--- src/sv/pcf_pkg.sv ---
// Shared types, constants and helper functions for the pileup consensus fixer.
// No dependencies; every other file imports this package.
package pcf_pkg;

   localparam int WINDOW_SIZE = 4096;
   localparam int COUNT_BITS  = 16;
   localparam int NUM_CODES   = 6;
   localparam int ADDR_BITS   = $clog2(WINDOW_SIZE);
   localparam int POS_BITS    = 12;
   localparam int CHAR_BITS   = 8;
   localparam int CODE_BITS   = 3;

   localparam logic [CODE_BITS-1:0] CODE_DEL   = 3'd0;
   localparam logic [CODE_BITS-1:0] CODE_A     = 3'd1;
   localparam logic [CODE_BITS-1:0] CODE_C     = 3'd2;
   localparam logic [CODE_BITS-1:0] CODE_G     = 3'd3;
   localparam logic [CODE_BITS-1:0] CODE_T     = 3'd4;
   localparam logic [CODE_BITS-1:0] CODE_OTHER = 3'd5;

   typedef enum logic {
      OP_VOTE    = 1'b0,
      OP_RESOLVE = 1'b1
   } op_type;

   typedef enum logic [1:0] {
      ST_CLEAR,
      ST_FETCH,
      ST_EXEC
   } back_state_type;

   typedef struct packed {
      logic                 operation;
      logic [POS_BITS-1:0]  position;
      logic [CHAR_BITS-1:0] base_char;
   } req_type;

   typedef struct packed {
      logic                 changed;
      logic [POS_BITS-1:0]  fix_position;
      logic [CODE_BITS-1:0] fix_base;
   } rsp_type;

   // Classified request as it travels from the front to the back.
   typedef struct packed {
      op_type               op;
      logic                 in_window;
      logic [POS_BITS-1:0]  position;
      logic [CODE_BITS-1:0] code;
      logic [CHAR_BITS-1:0] ref_char;
   } item_type;

   // One memory row: six vote counters and the touched flag.
   typedef struct packed {
      logic                                 touched;
      logic [NUM_CODES-1:0][COUNT_BITS-1:0] count;
   } row_type;

   typedef struct packed {
      logic clearing;
      logic exec;
   } back_status_type;

   function automatic logic [CODE_BITS-1:0] char_to_code(input logic [CHAR_BITS-1:0] c);
      logic [CODE_BITS-1:0] code;
      case (c) inside
         8'h2E:        code = CODE_DEL;
         8'h41, 8'h61: code = CODE_A;
         8'h43, 8'h63: code = CODE_C;
         8'h47, 8'h67: code = CODE_G;
         8'h54, 8'h74: code = CODE_T;
         default:      code = CODE_OTHER;
      endcase
      return code;
   endfunction

   function automatic logic [CHAR_BITS-1:0] code_to_symbol(input logic [CODE_BITS-1:0] code);
      logic [CHAR_BITS-1:0] sym;
      case (code)
         CODE_DEL: sym = 8'h2E;
         CODE_A:   sym = 8'h41;
         CODE_C:   sym = 8'h43;
         CODE_G:   sym = 8'h47;
         CODE_T:   sym = 8'h54;
         default:  sym = 8'h4E;
      endcase
      return sym;
   endfunction

endpackage

--- src/sv/pcf_front.sv ---
// Front end: accepts requests, maps the character to a vote code and checks the window.
// Depends on pcf_pkg.
module pcf_front import pcf_pkg::*; (
   input  logic     start,
   input  req_type  req_data,
   input  logic     q_full,
   input  logic     clearing,
   output logic     busy,
   output logic     push,
   output item_type push_item
);

   // Hold off requests while the counter memory clears or the queue is full.
   assign busy = clearing | q_full;
   assign push = start & ~busy;

   always_comb begin
      push_item.op        = op_type'(req_data.operation);
      push_item.in_window = (32'(req_data.position) < WINDOW_SIZE);
      push_item.position  = req_data.position;
      push_item.code      = char_to_code(req_data.base_char);
      push_item.ref_char  = req_data.base_char;
   end

endmodule

--- config.mk ---
export PLATFORM = sky130hd
export DESIGN_NAME = pcf_front
export DESIGN_NICKNAME = d
export VERILOG_FILES = /design/src/sv/pcf_pkg.sv /design/src/sv/pcf_front.sv
export SDC_FILE = /design/constraint.sdc
export NUM_CORES = 1
export LEC_CHECK = 0
export BUFFER_PORTS_ARGS = -buffer_cell sky130_fd_sc_hd__buf_4
export CORE_AREA = 2 2 39 41
export DETAILED_ROUTE_END_ITERATION = 8
export DIE_AREA = 0 0 41 43
export PLACE_DENSITY_LB_ADDON = 0.2
export SYNTH_ARGS = -nofsm -noshare
export SYNTH_HDL_FRONTEND = slang
export SYNTH_SLANG_ARGS = --single-unit
--- constraint.sdc ---
create_clock -name vclk -period 0.8
set_input_delay 0.04 -clock vclk [all_inputs]
set_output_delay 0.04 -clock vclk [all_outputs]
set_load 0.03 [all_outputs]
---- After elaboration in Yosys (flattened, before gate mapping) ----
Cells that the tools add are included.
storage, ports and cells
  register bits ........................... 0
  input port bits ......................... 24
  output and inout bits ................... 27
  logic and storage cells ................. 21
cells by class
  eq/ne operators ......................... 9
  mux-type cells .......................... 5
  bitwise logic cells ..................... 3
  reductions and logical operators ........ 4
operators by type and width
  kind                                                                   number
  8-bit by 7-bit equality test with 1-bit output, second input constant  8
  3-bit 2-to-1 mux                                                       4
  8-bit by 6-bit equality test with 1-bit output, second input constant  1
  2-bit OR reduction                                                     4
  1-bit AND                                                              1
  1-bit 2-to-1 mux                                                       1
  1-bit inverter                                                         1
  1-bit OR                                                               1

---- Logic depth before layout (Yosys ltp) ----
Gate-level depths: netlist of the first run.
  depth after elaboration ................. 7
  depth in mapped cells ................... 3
  gate-level depth less buffers ........... 3

---- Worst setup path after synthesis of the first run ----
No wires, ideal clock.
  path type ............................... in2out
  from .................................... input req_data[7] (netlist name)
  to ...................................... output push_item[9] (netlist name)
  arrival time ............................ 1.059 ns
  data required time ...................... 0.760 ns
  slack ................................... -0.299 ns
  stages on the path ...................... 3
  buffers on the path ..................... 0
  cell sequence ........................... nor3b_1 -> nand2_1 -> nor3_1
RTL lines
  what             line             source
  start, declared  pcf_front.sv:5   input req_type req_data,
  end, declared    pcf_front.sv:10  output item_type push_item

==> results.cfg, run 1 <==
[logic_synthesis]
syn_nets = 63
synth_top_area_share_pct = 60.8
synth_top_area_cell = buf_4
synth.most_common_cell = buf_4
synthDistinctLibCells = 14
syn_area_sq_um = 272
ys.warnings.count = 0
syn_area_per_cell_sq_um = 6.96
synth_commonest_cells = buf_4, inv_1, nand2_1, nor2_1, nor4bb_1
ys_seq_area_share_pct = 0
synth_cells = 39
synth_area_leaders = buf_4, nor4bb_1, nor4_2

[placed_design]
pre_cts_ws_ns = -0.372
dpl_cell_area_sq_um = 374
hpwl_um = 477
gp_congestion = 0.672
port_buffers = 24

[die]
die_w_um = 41
die_area_sq_mm = 0.00176
fp.coreArea_sq_mm = 0.00138
rows = 14
io_pins = 51
initial_utilization_pct = 19.6
die_y_um = 43

[global_route]
antenna_found_initial = 0
grt_pass1_vias = 248
grt_start_max_net_pins = 6
grt_first_pass_wirelength_um = 841
grt-ovfl-total = 0
met3_usage_pct = 1.05
grt_busiest_layer = met2
track_usage_pct = 6.09
met1_usage_pct = 6.01
use_met2_pct = 12.5

[drt]
drcViolationCount = 0
first_iter_violations = 1
viasPerCell = 3.98
wire_per_inst_um = 8.69
drt-pass1-iter-count = 2
routed_wl_um = 565
antenna_left = 0
vias = 259

[sta]
finalSetupViolations = 3
fin_ws_ns = -0.318
period_share_pct = 140
min_period_ns = 1.12
hold_viol_final = 0
drv_slew = 0
max_freq_mhz = 895
rsz0062_at_grt = true

[worst_setup_path]
worstPathArrival_ns = 1.08
endpoint_kind = output pin
path_max_fanout = 2
path_class = in2out
crit_required_ns = 0.76
critPathLaunchType = input pin

[cells_and_area]
regArea_sq_um = 0
drive_gt1_share_pct = 79.6
nClkBuffers = 0
antenna_cells = 0
fin_util_pct = 29.0
fin_area_sq_um = 402
nFlopsAndLatches = 0
syn_to_final_growth_pct = 47.9
nets = 75

[cts]
ctsHoldBuffers = 0
post_cts_buffers = 0

[status]
status = finished with violations
violations = setup timing

[power_and_ir_drop]
powerDensity_mw_per_mm2 = 566
leakagePower_uw = 0.000202
vdd.ir_drop.worst_mv = 0.100

[run]
drv_cap = 0

[min_path]
min_to = push_item[11]
hold_depth = 0
hold_path.class = in2out
hold_path.startpoint = req_data[8]
## metal layers
layer	vias to the layer above	routed length [um]
met4	0	0
met3	0	98
met5	-	0
li1	126	-
met2	18	273
met1	115	192
## cells in the final DEF, fill, tap and decap left out
cell type	instances
or2_2	1
buf_4	30
nor3b_2	1
nand2_1	1
or4b_4	1
a21oi_1	1
nor4bb_1	2
o21a_1	1
nor2_2	1
conb_1	1
buf_6	2
nand2_2	1
inv_1	2
a31oi_1	1
nor3_2	1
nor2_1	1
nor4_4	1
## area by class of cell
type,count,area (sq um)
Fill cell,164,982
Tap cell,16,20.0
Timing Repair Buffer,32,248
Inverter,2,7.51
Multi-Input combinational cell,15,126
## cells by family after synthesis
kind of cell | Yosys count | synth area share, %
other | 1 | 1.38
buffers and inverters | 24 | 63.6
AND/OR/NAND/NOR | 11 | 28.1
AO/OA/AOI/OAI | 3 | 6.91
## timing repair
| action | 4_1_cts | 5_1_grt |
|---|---|---|
| pin swaps | 2 | 1 |
| setup endpoints to repair | 3 | 3 |
| gates resized for setup | 6 | 0 |
## stage by stage
stage	setup TNS (ns)	instances	power (uW)	hold WS [ns]
finish	-0.739	65	227	0.0800
global route	-0.939	65	243	0.0800
CTS	-0.763	65	229	0.0802
detailed placement	-0.924	65	217	0.0802
global placement	-0.895	65	218	0.0802
floorplan	-0.386	39	244	0.148
## how the worst max path moves through the flow
stage	start	end	slack (ns)	cells after the start
finish	req_data[7]	push_item[10]	-0.32	5
global route	req_data[7]	push_item[10]	-0.38	5
CTS	req_data[7]	push_item[8]	-0.33	5
detailed placement	req_data[7]	push_item[10]	-0.37	5
global placement	req_data[7]	push_item[8]	-0.35	5
floorplan	req_data[7]	push_item[10]	-0.17	3
## critical path: stages
cell	delay [ns]
buf_6	0.09
or4b_4	0.54
nor4_4	0.16
a31oi_1	0.08
buf_4	0.18
## report_power, final
group / switching (uW) / internal (uW) / leakage (uW)
sequential: 0 / 0 / 0
clock: 0 / 0 / 0
combinational: 117 / 111 / 0.000202
total: 117 / 111 / 0.000202
Note: power is estimated with default switching activity, not from simulation.
==> run 2, diff against run 1 <==
--- a/config.mk
+++ b/config.mk
@@ -13,3 +13,4 @@
 export SYNTH_ARGS = -nofsm -noshare
 export SYNTH_HDL_FRONTEND = slang
 export SYNTH_SLANG_ARGS = --single-unit
+export TNS_END_PERCENT = 30
==> run 2 against run 1 <==
The flow still finishes with violations (setup timing); sequential cell count stayed put; critical path depth did not move; utilization increased by 0.18 points; critical path type unchanged; critical endpoint unchanged; largest cell class unchanged; largest power group unchanged.
==> results.cfg, run 2 (synthesis gave the netlist of run 1 again) <==
[worst_setup_path]
path_class = in2out
critPathLaunchType = input pin
path_max_fanout = 2
worstPathArrival_ns = 1.08
endpoint_kind = output pin
crit_required_ns = 0.76

[die]
die_w_um = 41
initial_utilization_pct = 19.6
die_area_sq_mm = 0.00176
fp.coreArea_sq_mm = 0.00138
io_pins = 51
die_y_um = 43
rows = 14

[cells_and_area]
antenna_cells = 0
drive_gt1_share_pct = 76.0
syn_to_final_growth_pct = 48.8
nClkBuffers = 0
regArea_sq_um = 0
nets = 76
final_cells = 66
final_common_cell = buf_4
nFlopsAndLatches = 0
fin_util_pct = 29.2

[drt]
first_iter_violations = 1
antenna_left = 0
wire_per_inst_um = 9.77
drt-pass1-iter-count = 2
vias = 266
routed_wl_um = 645
drcViolationCount = 0
viasPerCell = 4.03

[sta]
fin_ws_ns = -0.323
drv_slew = 0
period_share_pct = 140
hold_viol_final = 0
min_period_ns = 1.12
rsz0062_at_grt = true
finalSetupViolations = 3
max_freq_mhz = 891

[global_route]
grt_start_max_net_pins = 6
track_usage_pct = 6.19
antenna_found_initial = 0
grt-ovfl-total = 0
grt_first_pass_wirelength_um = 821
grt_pass1_vias = 222

[min_path]
hold_path.class = in2out

[power_and_ir_drop]
leakagePower_uw = 0.000206
p_total_uw = 230
vdd.ir_drop.worst_mv = 0.182
clockPowerShare_pct = 0
power.switching_uw = 117
combPwrFrac_pct = 100.0
powerDensity_mw_per_mm2 = 568
swShare_pct = 50.8
seqPwrFrac_pct = 0
p_int_uw = 113

[placed_design]
port_buffers = 24
gp_congestion = 0.663
hpwl_um = 585
dpl.cell_count = 66

[status]
status = finished with violations
violations = setup timing

[run]
drv_cap = 0

[cts]
post_cts_buffers = 0
ctsHoldBuffers = 0
==> run 2: layout make-up <==
| class | count | area, sq um |
|---|---|---|
| Multi-Input combinational cell | 15 | 121 |
| Tap cell | 16 | 20.0 |
| Fill cell | 165 | 980 |
| Inverter | 2 | 7.51 |
| Timing Repair Buffer | 33 | 255 |
==> run 2: path summary, 6_finish.rpt <==
path	from	end	slack (ns)	cells past startpoint
worst max-delay path	req_data[7]	push_item[10]	-0.32	5
worst min-delay path	req_data[18]	push_item[21]	0.08	0
==> run 2: stage by stage <==
stage               setup TNS, ns  setup slack, ns  hold slack (ns)  instance area [sq um]
CTS                        -0.787           -0.328           0.0802                    404
global placement           -0.948           -0.373           0.0802                    379
floorplan                  -0.484           -0.167            0.148                    277
detailed placement         -0.922           -0.373           0.0802                    379
global route               -0.890           -0.368           0.0801                    404
finish                     -0.741           -0.323           0.0800                    404
==> run 2: repair_timing <==
action,in CTS,in global routing
pin swaps,0,1
resized for setup,5,0
setup endpoints to repair,3,3
==> run 2: per-layer routing <==
layer	routed length, um	vias to the layer above	part of all wire, %	GRT usage, %
met1	255	112	40	7.91
met2	265	26	41	10.6
li1	-	128	-	-
met3	124	0	19	1.57
met4	0	0	0	0
met5	0	-	0	0
==> run 2: worst max-delay path, stage by stage <==
cell	delay, ns
buf_6	0.09
or4b_4	0.54
nor4_4	0.16
a31oi_1	0.08
buf_4	0.18
==> run 2: power groups by stage <==
stage | combinational [uW] | sequential, uW | clock (uW)
floorplan | 243 | 0 | 0
global placement | 222 | 0 | 0
finish | 230 | 0 | 0
global route | 244 | 0 | 0
CTS | 232 | 0 | 0
detailed placement | 221 | 0 | 0
