[config.mk]
export PLATFORM = sky130hd
export DESIGN_NAME = pcf_queue
export DESIGN_NICKNAME = d
export VERILOG_FILES = /design/src/sv/pcf_pkg.sv /design/src/sv/pcf_queue.sv
export SDC_FILE = /design/constraint.sdc
export NUM_CORES = 1
export LEC_CHECK = 0
export BUFFER_PORTS_ARGS = -buffer_cell sky130_fd_sc_hd__clkbuf_2
export CAP_MARGIN = 40
export CORE_AREA = 2 2 68 70
export CTS_CLUSTER_SIZE = 14
export DETAILED_ROUTE_END_ITERATION = 7
export DIE_AREA = 0 0 70 72
export GPL_TIMING_DRIVEN = 0
export MAX_ROUTING_LAYER = met4
export PLACE_DENSITY = 0.75
export SETUP_SLACK_MARGIN = 0.02
export SYNTH_ARGS = -nofsm -noshare
export SYNTH_HDL_FRONTEND = slang
export SYNTH_SLANG_ARGS = --single-unit
[constraint.sdc]
create_clock -name clock -period 2 [get_ports clock]
set_clock_uncertainty 0.15 [all_clocks]
set_input_delay 0.5 -clock clock [delete_from_list [all_inputs] [get_ports clock]]
set_output_delay 0.5 -clock clock [all_outputs]
set_load 0.02 [all_outputs]
[src/sv/pcf_pkg.sv]
// Shared types, constants and helper functions for the pileup consensus fixer.
// No dependencies; every other file imports this package.
package pcf_pkg;

   localparam int WINDOW_SIZE = 4096;
   localparam int COUNT_BITS  = 16;
   localparam int NUM_CODES   = 6;
   localparam int ADDR_BITS   = $clog2(WINDOW_SIZE);
   localparam int POS_BITS    = 12;
   localparam int CHAR_BITS   = 8;
   localparam int CODE_BITS   = 3;

   localparam logic [CODE_BITS-1:0] CODE_DEL   = 3'd0;
   localparam logic [CODE_BITS-1:0] CODE_A     = 3'd1;
   localparam logic [CODE_BITS-1:0] CODE_C     = 3'd2;
   localparam logic [CODE_BITS-1:0] CODE_G     = 3'd3;
   localparam logic [CODE_BITS-1:0] CODE_T     = 3'd4;
   localparam logic [CODE_BITS-1:0] CODE_OTHER = 3'd5;

   typedef enum logic {
      OP_VOTE    = 1'b0,
      OP_RESOLVE = 1'b1
   } op_type;

   typedef enum logic [1:0] {
      ST_CLEAR,
      ST_FETCH,
      ST_EXEC
   } back_state_type;

   typedef struct packed {
      logic                 operation;
      logic [POS_BITS-1:0]  position;
      logic [CHAR_BITS-1:0] base_char;
   } req_type;

   typedef struct packed {
      logic                 changed;
      logic [POS_BITS-1:0]  fix_position;
      logic [CODE_BITS-1:0] fix_base;
   } rsp_type;

   // Classified request as it travels from the front to the back.
   typedef struct packed {
      op_type               op;
      logic                 in_window;
      logic [POS_BITS-1:0]  position;
      logic [CODE_BITS-1:0] code;
      logic [CHAR_BITS-1:0] ref_char;
   } item_type;

   // One memory row: six vote counters and the touched flag.
   typedef struct packed {
      logic                                 touched;
      logic [NUM_CODES-1:0][COUNT_BITS-1:0] count;
   } row_type;

   typedef struct packed {
      logic clearing;
      logic exec;
   } back_status_type;

   function automatic logic [CODE_BITS-1:0] char_to_code(input logic [CHAR_BITS-1:0] c);
      logic [CODE_BITS-1:0] code;
      case (c) inside
         8'h2E:        code = CODE_DEL;
         8'h41, 8'h61: code = CODE_A;
         8'h43, 8'h63: code = CODE_C;
         8'h47, 8'h67: code = CODE_G;
         8'h54, 8'h74: code = CODE_T;
         default:      code = CODE_OTHER;
      endcase
      return code;
   endfunction

   function automatic logic [CHAR_BITS-1:0] code_to_symbol(input logic [CODE_BITS-1:0] code);
      logic [CHAR_BITS-1:0] sym;
      case (code)
         CODE_DEL: sym = 8'h2E;
         CODE_A:   sym = 8'h41;
         CODE_C:   sym = 8'h43;
         CODE_G:   sym = 8'h47;
         CODE_T:   sym = 8'h54;
         default:  sym = 8'h4E;
      endcase
      return sym;
   endfunction

endpackage

[src/sv/pcf_queue.sv]
// Two-entry queue of classified requests between the front and the back end.
// Depends on pcf_pkg.
module pcf_queue import pcf_pkg::*; (
   input  logic     clock,
   input  logic     reset,
   input  logic     push,
   input  item_type push_item,
   input  logic     pop,
   output item_type head_item,
   output logic     full,
   output logic     empty
);

   item_type   entry_ff [2];
   logic       wr_ptr_ff, wr_ptr_in;
   logic       rd_ptr_ff, rd_ptr_in;
   logic [1:0] count_ff,  count_in;

   assign full      = (count_ff == 2'd2);
   assign empty     = (count_ff == 2'd0);
   assign head_item = entry_ff[rd_ptr_ff];

   always_comb begin
      wr_ptr_in = wr_ptr_ff ^ push;
      rd_ptr_in = rd_ptr_ff ^ pop;
      count_in  = count_ff + {1'b0, push} - {1'b0, pop};
   end

   always_ff @(posedge clock) begin
      if (reset) begin
         wr_ptr_ff <= 1'b0;
         rd_ptr_ff <= 1'b0;
         count_ff  <= 2'd0;
      end else begin
         wr_ptr_ff <= wr_ptr_in;
         rd_ptr_ff <= rd_ptr_in;
         count_ff  <= count_in;
      end
   end

   always_ff @(posedge clock) begin
      if (push) begin
         entry_ff[wr_ptr_ff] <= push_item;
      end
   end

endmodule

-- After elaboration in Yosys (flattened, before gate mapping)
Memories as Yosys holds them, arrays and structs flattened. A register that Yosys moved wholly into a read port is not among the register bits.
Cells that the tools add are included.
- memories kept: 1
- output and inout bits: 27
- bits in registers: 4
- RAM bits: 50
- memories (memory ; depth ; width ; rd ports ; clocked after memory_dff ; write ports ; line ; source):
    entry_ff ; 2 ; 25 ; 1 ; 1 ; 1 ; pcf_queue.sv:14 ; item_type entry_ff [2];
- $add $sub $neg: 2
- equality and inequality tests: 1
- bitwise gates (word level): 2
- mux-type cells: 3
- reductions and logical operators: 1
- operators by type and width (operator ; number):
    2-to-1 mux 1 bit ; 3
    adder 2 x 1 -> 2 bit ; 1
    equality test 2 bit, second input constant ; 1
    logical NOT 2 bit ; 1
    subtractor 2 x 1 -> 2 bit ; 1
    bitwise XOR 1 bit ; 2

-- Depth between registers and ports, before layout
Gate-level depths: netlist (run 1).
- word-level depth: 2
- gate-level depth with buffers: 6
- gate-level depth less buffers: 6

-- Worst setup path after synthesis (run 1)
No wires, ideal clock.
- kind: input -> register
- from: input port push
- to: memory entry_ff[0][0] in the netlist's numbering (enable)
- slack: 0.295 ns
- stages: 1
- path buffers: 0
- data arrival time: 1.171 ns
- library setup time: 0.384 ns
- data required time: 1.466 ns
- path through: ha_1
- cells in the longest elaborated chain, start to end: 2
- RTL lines (item ; line ; source):
    start: declaration ; pcf_queue.sv:6 ; input logic push,
    2-to-1 mux 1 bit ; pcf_queue.sv:42 ; if (push) begin
    2-to-1 mux 1 bit (implied by the code) ; pcf_queue.sv:43 ; entry_ff[wr_ptr_ff] <= push_item;
    end: declaration ; pcf_queue.sv:14 ;
No other way between the ends.

==> metrics.txt, run 1 <==
Hold Fails Final Rpt 0; FILL cells 296; Synth area leaders edfxtp_1, mux2_4, dfxtp_1; # diodes 0; global placement routability congestion between 0.7 and 0.8; I/O pins 56; synthesized area 2106 µm²; Setup TNS Final -0.2137 ns; worst hold margin 0.2368 ns; commonest non-fill, non-tap cell in the layout edfxtp_1; failing checks negative setup slack; Worst-path clk slew 0.09 ns; routed via count 1055; initial antenna violation count 0; Die H 72 µm; Finished Core Util 0.6678; design area 2848 µm²; highest-count cells in the layout ignoring fill and taps edfxtp_1, clkbuf_2, mux2_4, buf_6; die footprint 5040 µm²; post-synth cell types 12; final worst setup slack -0.02589 ns; largest net degree at the start of global routing 17; drt first pass iters 3; Routed WL per cell 15.54 µm; multi-input logic area 484.2 µm²; synthesis-to-finish area growth 35.23%; Site Rows 24; IO Port Bufs 55; Post-Syn Nets 130; Yosys warning total 0; DP HPWL 2.310 mm; worst hold path class in2reg; count of state elements after synthesis 54; Power Dens Cells about 860 nW/µm²; RSZ-0062 raised after global routing true; Initial Util 0.4938; clk sinks 54; Via-to-Cell Ratio 4.817; grt total ovfl 0; Setup CP Type reg2out; Clock Latency Late Sink roughly 0.30 ns; Leak Pwr approximately 0.0012 µW; DR iter-0 viols 46; Synth Instances 97; Slew HR 0.5492; Max Buffers Root-to-Sink 2; Tot GR Track Use 0.1418; WL final 3.404 mm; hold buffer count at CTS 0; Crit Path Max Fanout 6; maxcap violations 0; Setup Viol. Count Final 13; Synth area leader edfxtp_1; Die W roughly 70 µm; number of remaining DRC errors 0; maximum vdd ir drop 0.5458 mV; vias in the first global route 1132; placed cell area 2476 µm²; CORE AREA 4264 µm²; Synth Area per Inst 21.71 µm²; WP data required ~1.4 ns; Yosys top cell area share 0.7130; CTS H-tree lvls 2; Pins Over Slew Limit 0; Register Area 1583 µm²; DRT antenna net count 0; f_max 493.6 MHz; outcome complete, but fails checks; period utilization 1.013; share of layout cells above drive strength 1 0.5868; CTS buffer count 5; Clock Root Buffer clkbuf_8; Worst Setup End Kind primary output; global-route wire length before repair 5.209 mm; Worst EP arrival 1.38 ns; Period minus WS final 2.026 ns; startpoint type of the worst setup path flop; worst slew pin tran a little under 0.7 ns; sequential-to-total area share from yosys stat 0.7510; pre-CTS WS 0.05456 ns; CTS tree yes; Net count, final roughly 200
stage by stage:
stage               total power, µW  std cells
floorplan                      1653         97
global placement               1768        204
detailed placement             1794        206
CTS                            2365        216
global route                   2575        219
finish                         2461        219
routing by layer:
metal	up-vias	wire length [µm]	global-route usage
li1	506	-	-
met1	507	1274	0.1471
met2	37	1886	0.2529
met3	5	209	0.05139
met4	0	34	0.04487
met5	-	0	-
state kept, by name, summed over array words and instances, names as in the netlist:
signal / flops
wr_ptr_ff: 1
rd_ptr_ff: 1
count_ff: 2
entry_ff: 50
final timing paths:
path                endpoint  cells past startpoint  slack (ns)    startpoint
max reg2reg  entry_ff[0][17]                      3        0.35     wr_ptr_ff
max            head_item[15]                      4       -0.03     rd_ptr_ff
min reg2reg        wr_ptr_ff                      3        0.41     wr_ptr_ff
min           entry_ff[1][1]                      1        0.24  push_item[1]
timing repair:
item	in CTS	in global routing
buffers inserted	2	1
endpoints found under the setup margin	19	25
resized for setup	0	85
pin swaps	0	0
cloned	0	2
kinds of logic (layout without fill, tap and decap cells):
group	count (synthesis)	after routing	share of synthesized area
and+or+nand+nor	6	6	0.01307
buffers and inverters	6	76	0.02971
DFF	54	54	0.7510
xor gates and xnor gates	2	2	0.01485
adders and majority gates	4	4	0.02377
muxes	25	25	0.1676
where the power goes:
group	leakage (µW)	internal [µW]	switching, µW
Sequential	0.000503	1320	25.0
Combinational	0.000618	314	241
Clock	0.0000416	240	324
synth_stat cells:
cell type  count
ha_1           4
nor2_1         4
xnor2_1        1
mux2_2         6
dfxtp_1        4
buf_6          1
nor2b_1        2
xnor3_1        1
inv_1          3
edfxtp_1      50
buf_12         2
mux2_4        19
critical path: stages (launching register included):
cell and delay [ns]:
dfxtp_2 0.35, buf_12 0.14, clkbuf_16 0.15, mux2_4 0.30, buf_6 0.13
layout make-up:
type	instances	share of cell area
inverter	3	0.003954
clock buffer	5	0.02417
multi-input combinational	37	0.1700
sequential	54	0.5558
timing repair buffer	62	0.1964
clock inverter	3	0.005712
tap	52	0.02285
buffer	3	0.02109
No activity file was read; power rests on OpenSTA's default activity.
==> run 2: changes to the inputs <==
Settings changed: CORE_AREA 2 2 68 70 to 2 2 76 78, DIE_AREA 0 0 70 72 to 0 0 78 80, PLACE_DENSITY 0.75 to unset.
==> run 2 against run 1 <==
Against the previous run:
- the flow still finishes with violations (negative setup slack)
- fmax rose by 0.50%
- setup slack gained 0.010 ns
- die area rose by 24%
==> metrics.txt, run 2 (synthesized netlist as in run 1, its figures left out) <==
CORE AREA 5405 µm²; Clock Latency Late Sink 0.29 ns; Slew HR 0.4578; WP data required 1.35 ns; f_max a little under 500 MHz; DR iter-0 viols 43; Routed WL per cell 14.49 µm; Tot GR Track Use 0.1159; Largest Register entry_ff; commonest non-fill, non-tap cell in the layout edfxtp_1; multi-input logic area 476.7 µm²; maxcap violations 0; Die H 80 µm; Period minus WS final roughly 2 ns; Power Dens Cells 900.4 nW/µm²; worst hold margin 0.2389 ns; Net count, final 199; DP HPWL 2.348 mm; routed via count 1075; highest-count cells in the layout ignoring fill and taps edfxtp_1, clkbuf_2, buf_6; CTS H-tree lvls 2; Largest register FFs 50; biggest regs entry_ff x50, count_ff x2; outcome complete, but fails checks; IO Port Bufs 55; WL final 3.464 mm; drt first pass iters 4; vias in the first global route between 1000 and 1500; share of layout cells above drive strength 1 0.5808; synthesis-to-finish area growth 35.83%; Initial Util 0.3896; Post-Layout Cell Count 239; CTS tree yes; DRT antenna net count 0; startpoint type of the worst setup path flop; worst hold path class in2reg; failing checks negative setup slack; global-route wire length before repair 5.257 mm; Site Rows 27; FILL cells 445; clk sinks 54; die footprint about 6200 µm²; Register Area 1583 µm²; initial antenna violation count 0; I/O pins 56; worst slew pin tran 0.8134 ns; largest net degree at the start of global routing 17; placed cells around 230; RSZ-0062 raised after global routing true; Hold Fails Final Rpt 0; # diodes 0; grt total ovfl 0; maximum vdd ir drop between 0.4 and 0.5 mV; final worst setup slack -0.01584 ns; Worst EP arrival 1.37 ns; Worst Setup End Kind primary output; number of remaining DRC errors 0; design area 2860 µm²; Die W 78 µm; Leak Pwr 0.001158 µW; period utilization 1.008; Setup CP Type reg2out; global placement routability congestion 0.6835; Clock Root Buffer clkbuf_8; total power ~2600 µW; Crit Path Max Fanout 7; Max Buffers Root-to-Sink 2; Worst-path clk slew about 0.090 ns; CTS buffer count 5; placed cell area 2494 µm²; Pins Over Slew Limit 0; Via-to-Cell Ratio approximately 4.5; Setup Viol. Count Final 9
==> run 2: cell count changes in the layout (fill, tap and decap cells not counted), moves of 2 or more <==
cell      before  now
buf_8          2    0
clkbuf_1       0    2
mux2_2         0    2
mux2_4        25   23
==> run 2: final timing paths <==
path,slack [ns],startpoint,cells after the start,to
worst min-delay path,0.24,push_item[4],1,entry_ff[1][4]
worst max register to register,0.27,wr_ptr_ff,2,entry_ff[1][17]
worst min register to register,0.42,wr_ptr_ff,3,wr_ptr_ff
worst max-delay path,-0.02,rd_ptr_ff,4,head_item[18]
==> run 2: cell type report <==
type / instances / area share
flip-flops and latches: 54 / 0.5534
repair buffers: 62 / 0.1864
multi-input cells: 37 / 0.1667
well taps: 72 / 0.03150
clock buffers: 7 / 0.02668
plain buffers: 3 / 0.02100
clock inverters: 1 / 0.01050
inverters: 3 / 0.003937
==> run 2: metrics by stage <==
stage | utilization | TNS [ns] | setup WS, ns
global placement | 0.4572 | -6.774 | -0.1363
global route | 0.5292 | -1.187 | -0.07105
CTS | 0.4875 | -1.014 | -0.05677
floorplan | - | 0 | 0.2947
finish | 0.5292 | -0.1027 | -0.01584
detailed placement | 0.4613 | -0.9638 | -0.07316
==> run 2: power by group <==
group	internal [µW]	switching (µW)	total (µW)
clock network	375	319	693
logic	302	238	541
registers	1320	24.6	1340
==> run 2: repair_timing <==
| action | 4_1_cts | 5_1_grt |
|---|---|---|
| gates resized for setup | 0 | 80 |
| setup buffers | 3 | 0 |
| setup endpoints to repair | 19 | 24 |
| hold buffers | 0 | 0 |
| cloned | 0 | 2 |
==> run 2: metal layers <==
layer / share of wire / routed length (µm) / up-vias / GRT usage
li1: - / - / 508 / -
met1: 0.42 / 1450 / 526 / 0.1374
met2: 0.51 / 1775 / 39 / 0.1862
met3: 0.064 / 221 / 2 / 0.04186
met4: 0.0049 / 17 / 0 / 0.03684
met5: 0 / 0 / - / -
==> run 2: worst max-delay path, stage by stage (launching register included) <==
cell and delay [ns]:
dfxtp_2 0.35, buf_12 0.14, clkbuf_16 0.15, mux2_4 0.30
buf_6 0.13
==> run 3: changes to the inputs <==
Clock period 2 ns to 2.05 ns, I/O delays scaled along.
==> run 3 against run 2 <==
Against the previous run:
- the flow now finishes without violations
- sequential cell count did not move
- non-clock buffer count unchanged
- first-iteration DRC count increased by 21%
- combinational power is 0.7% lower
- die area unchanged
- sequential power barely moved
- final cell count did not move
- critical endpoint unchanged
- largest cell class unchanged
==> metrics.txt, run 3 (synthesized netlist as in run 1, its figures left out) <==
met3 wire len 208 µm; period utilization 0.9898; die footprint around 6200 µm²; Power Dens Cells 876.6 nW/µm²; Leak Pwr between 0.001 and 0.0015 µW; initial antenna violation count 0; Worst EP arrival 1.37 ns; met1 wire length 1.478 mm; highest-count cells in the layout ignoring fill and taps edfxtp_1, clkbuf_2, mux2_4; Largest register FFs 50; top routing layer used met4; startpoint type of the worst setup path flop; hold buffer count at CTS 0; share of layout cells above drive strength 1 0.5808; Site Rows 27; Register Area ~1600 µm²; DP HPWL 2.348 mm; clk sinks 54; Worst Setup End Kind primary output; FILL cells 450; CTS tree yes; # diodes 0; CORE AREA 5405 µm²; IO Port Bufs 55; worst hold path class in2reg; Clock Root Buffer clkbuf_8; final worst setup slack approximately 0.021 ns; maximum vdd ir drop 0.4600 mV; Setup Viol. Count Final 0; global-route wire length before repair about 5.3 mm; WP data required 1.39 ns; Clock Latency Late Sink 0.29 ns; Hold Fails Final Rpt 0; WL final roughly 3.5 mm; worst slew pin tran 0.8365 ns; Net count, final 199; Routed WL per cell 14.73 µm; R2R Setup Slk 0.29 ns; Setup CP Type reg2out; reg2reg start wr_ptr_ff; Via-to-Cell Ratio 4.531; biggest regs entry_ff x50, count_ff x2; vias in the first global route ~1100; CTS buffer count 5; multi-input logic area 476.7 µm²; DR iter-0 viols 52; Period minus WS final 2.029 ns; routed via count 1083; Post-Layout Cell Count about 240; Slew HR 0.4423; commonest non-fill, non-tap cell in the layout edfxtp_1; placed cells 226; Crit Path Max Fanout 7; wire length on met2 1.817 mm; grt total ovfl 0; maxcap violations 0; drt first pass iters 4; Max Buffers Root-to-Sink 2; I/O pins 56; Worst-path clk slew 0.09 ns; Tot GR Track Use 0.1182; Pins Over Slew Limit 0; CTS H-tree lvls 2; Largest Register entry_ff; outcome complete, no violations; Initial Util 0.3896; Critical Path Source rd_ptr_ff; f_max 492.8 MHz; number of remaining DRC errors 0; largest net degree at the start of global routing 17; global placement routability congestion 0.6835; pre-CTS WS -0.03566 ns; Die H 80 µm; RSZ-0062 raised after global routing true; DRT antenna net count 0; synthesis-to-finish area growth 36.54%; Die W 78 µm; HP Start push_item[4]; Finished Core Util 0.5319
-- run 3: cell counts in the layout (fill, tap and decap cells not counted) --
No cell type changed its count.
-- run 3: path summary, 6_finish.rpt --
check | endpoint | cells past startpoint
worst max-delay path | head_item[18] | 4
worst min-delay path | entry_ff[1][4] | 1
worst max register to register | entry_ff[1][11] | 2
worst min register to register | wr_ptr_ff | 3
-- run 3: stage by stage --
stage / hold slack [ns] / power [µW] / instance area, µm² / setup TNS [ns]
4_1_cts: 0.2366 / 2460 / 2686 / -0.04331
2_1_floorplan: 0.3695 / 1613 / 2106 / 0
3_5_place_dp: 0.4118 / 1750 / 2494 / -0.3530
6_report: 0.2506 / 2521 / 2875 / 0
5_1_grt: 0.2277 / 2636 / 2875 / -0.3476
3_3_place_gp: 0.3790 / 1727 / 2471 / -4.899
-- run 3: report_power, final --
part,internal [µW],switching [µW],total [µW]
clock network,365,310,675
registers,1280,24.0,1310
logic,301,235,537
-- run 3: layout make-up --
| type | count | share of cell area |
|---|---|---|
| Clock inverter | 1 | 0.01044 |
| Multi-Input combinational cell | 37 | 0.1658 |
| Clock buffer | 7 | 0.02654 |
| Inverter | 3 | 0.003916 |
| Sequential cell | 54 | 0.5505 |
| Tap cell | 72 | 0.03133 |
| Timing Repair Buffer | 62 | 0.1906 |
| Buffer | 3 | 0.02089 |
-- run 3: timing repair --
item / 4_1_cts / 5_1_grt
gates resized for setup: 13 / 67
setup buffers: 3 / 0
setup endpoints to repair: 19 / 24
gates cloned: 0 / 2
-- run 3: layer usage --
metal  GRT usage  vias to the layer above
met2      0.1948                       41
met3     0.04186                        2
met4     0.03684                        0
li1            -                      505
met5           -                        -
met1      0.1368                      535
-- run 3: worst max-delay path: stages, from the launching register on --
cell,delay (ns)
dfxtp_2,0.35
buf_12,0.14
clkbuf_16,0.15
mux2_4,0.30
buf_6,0.13
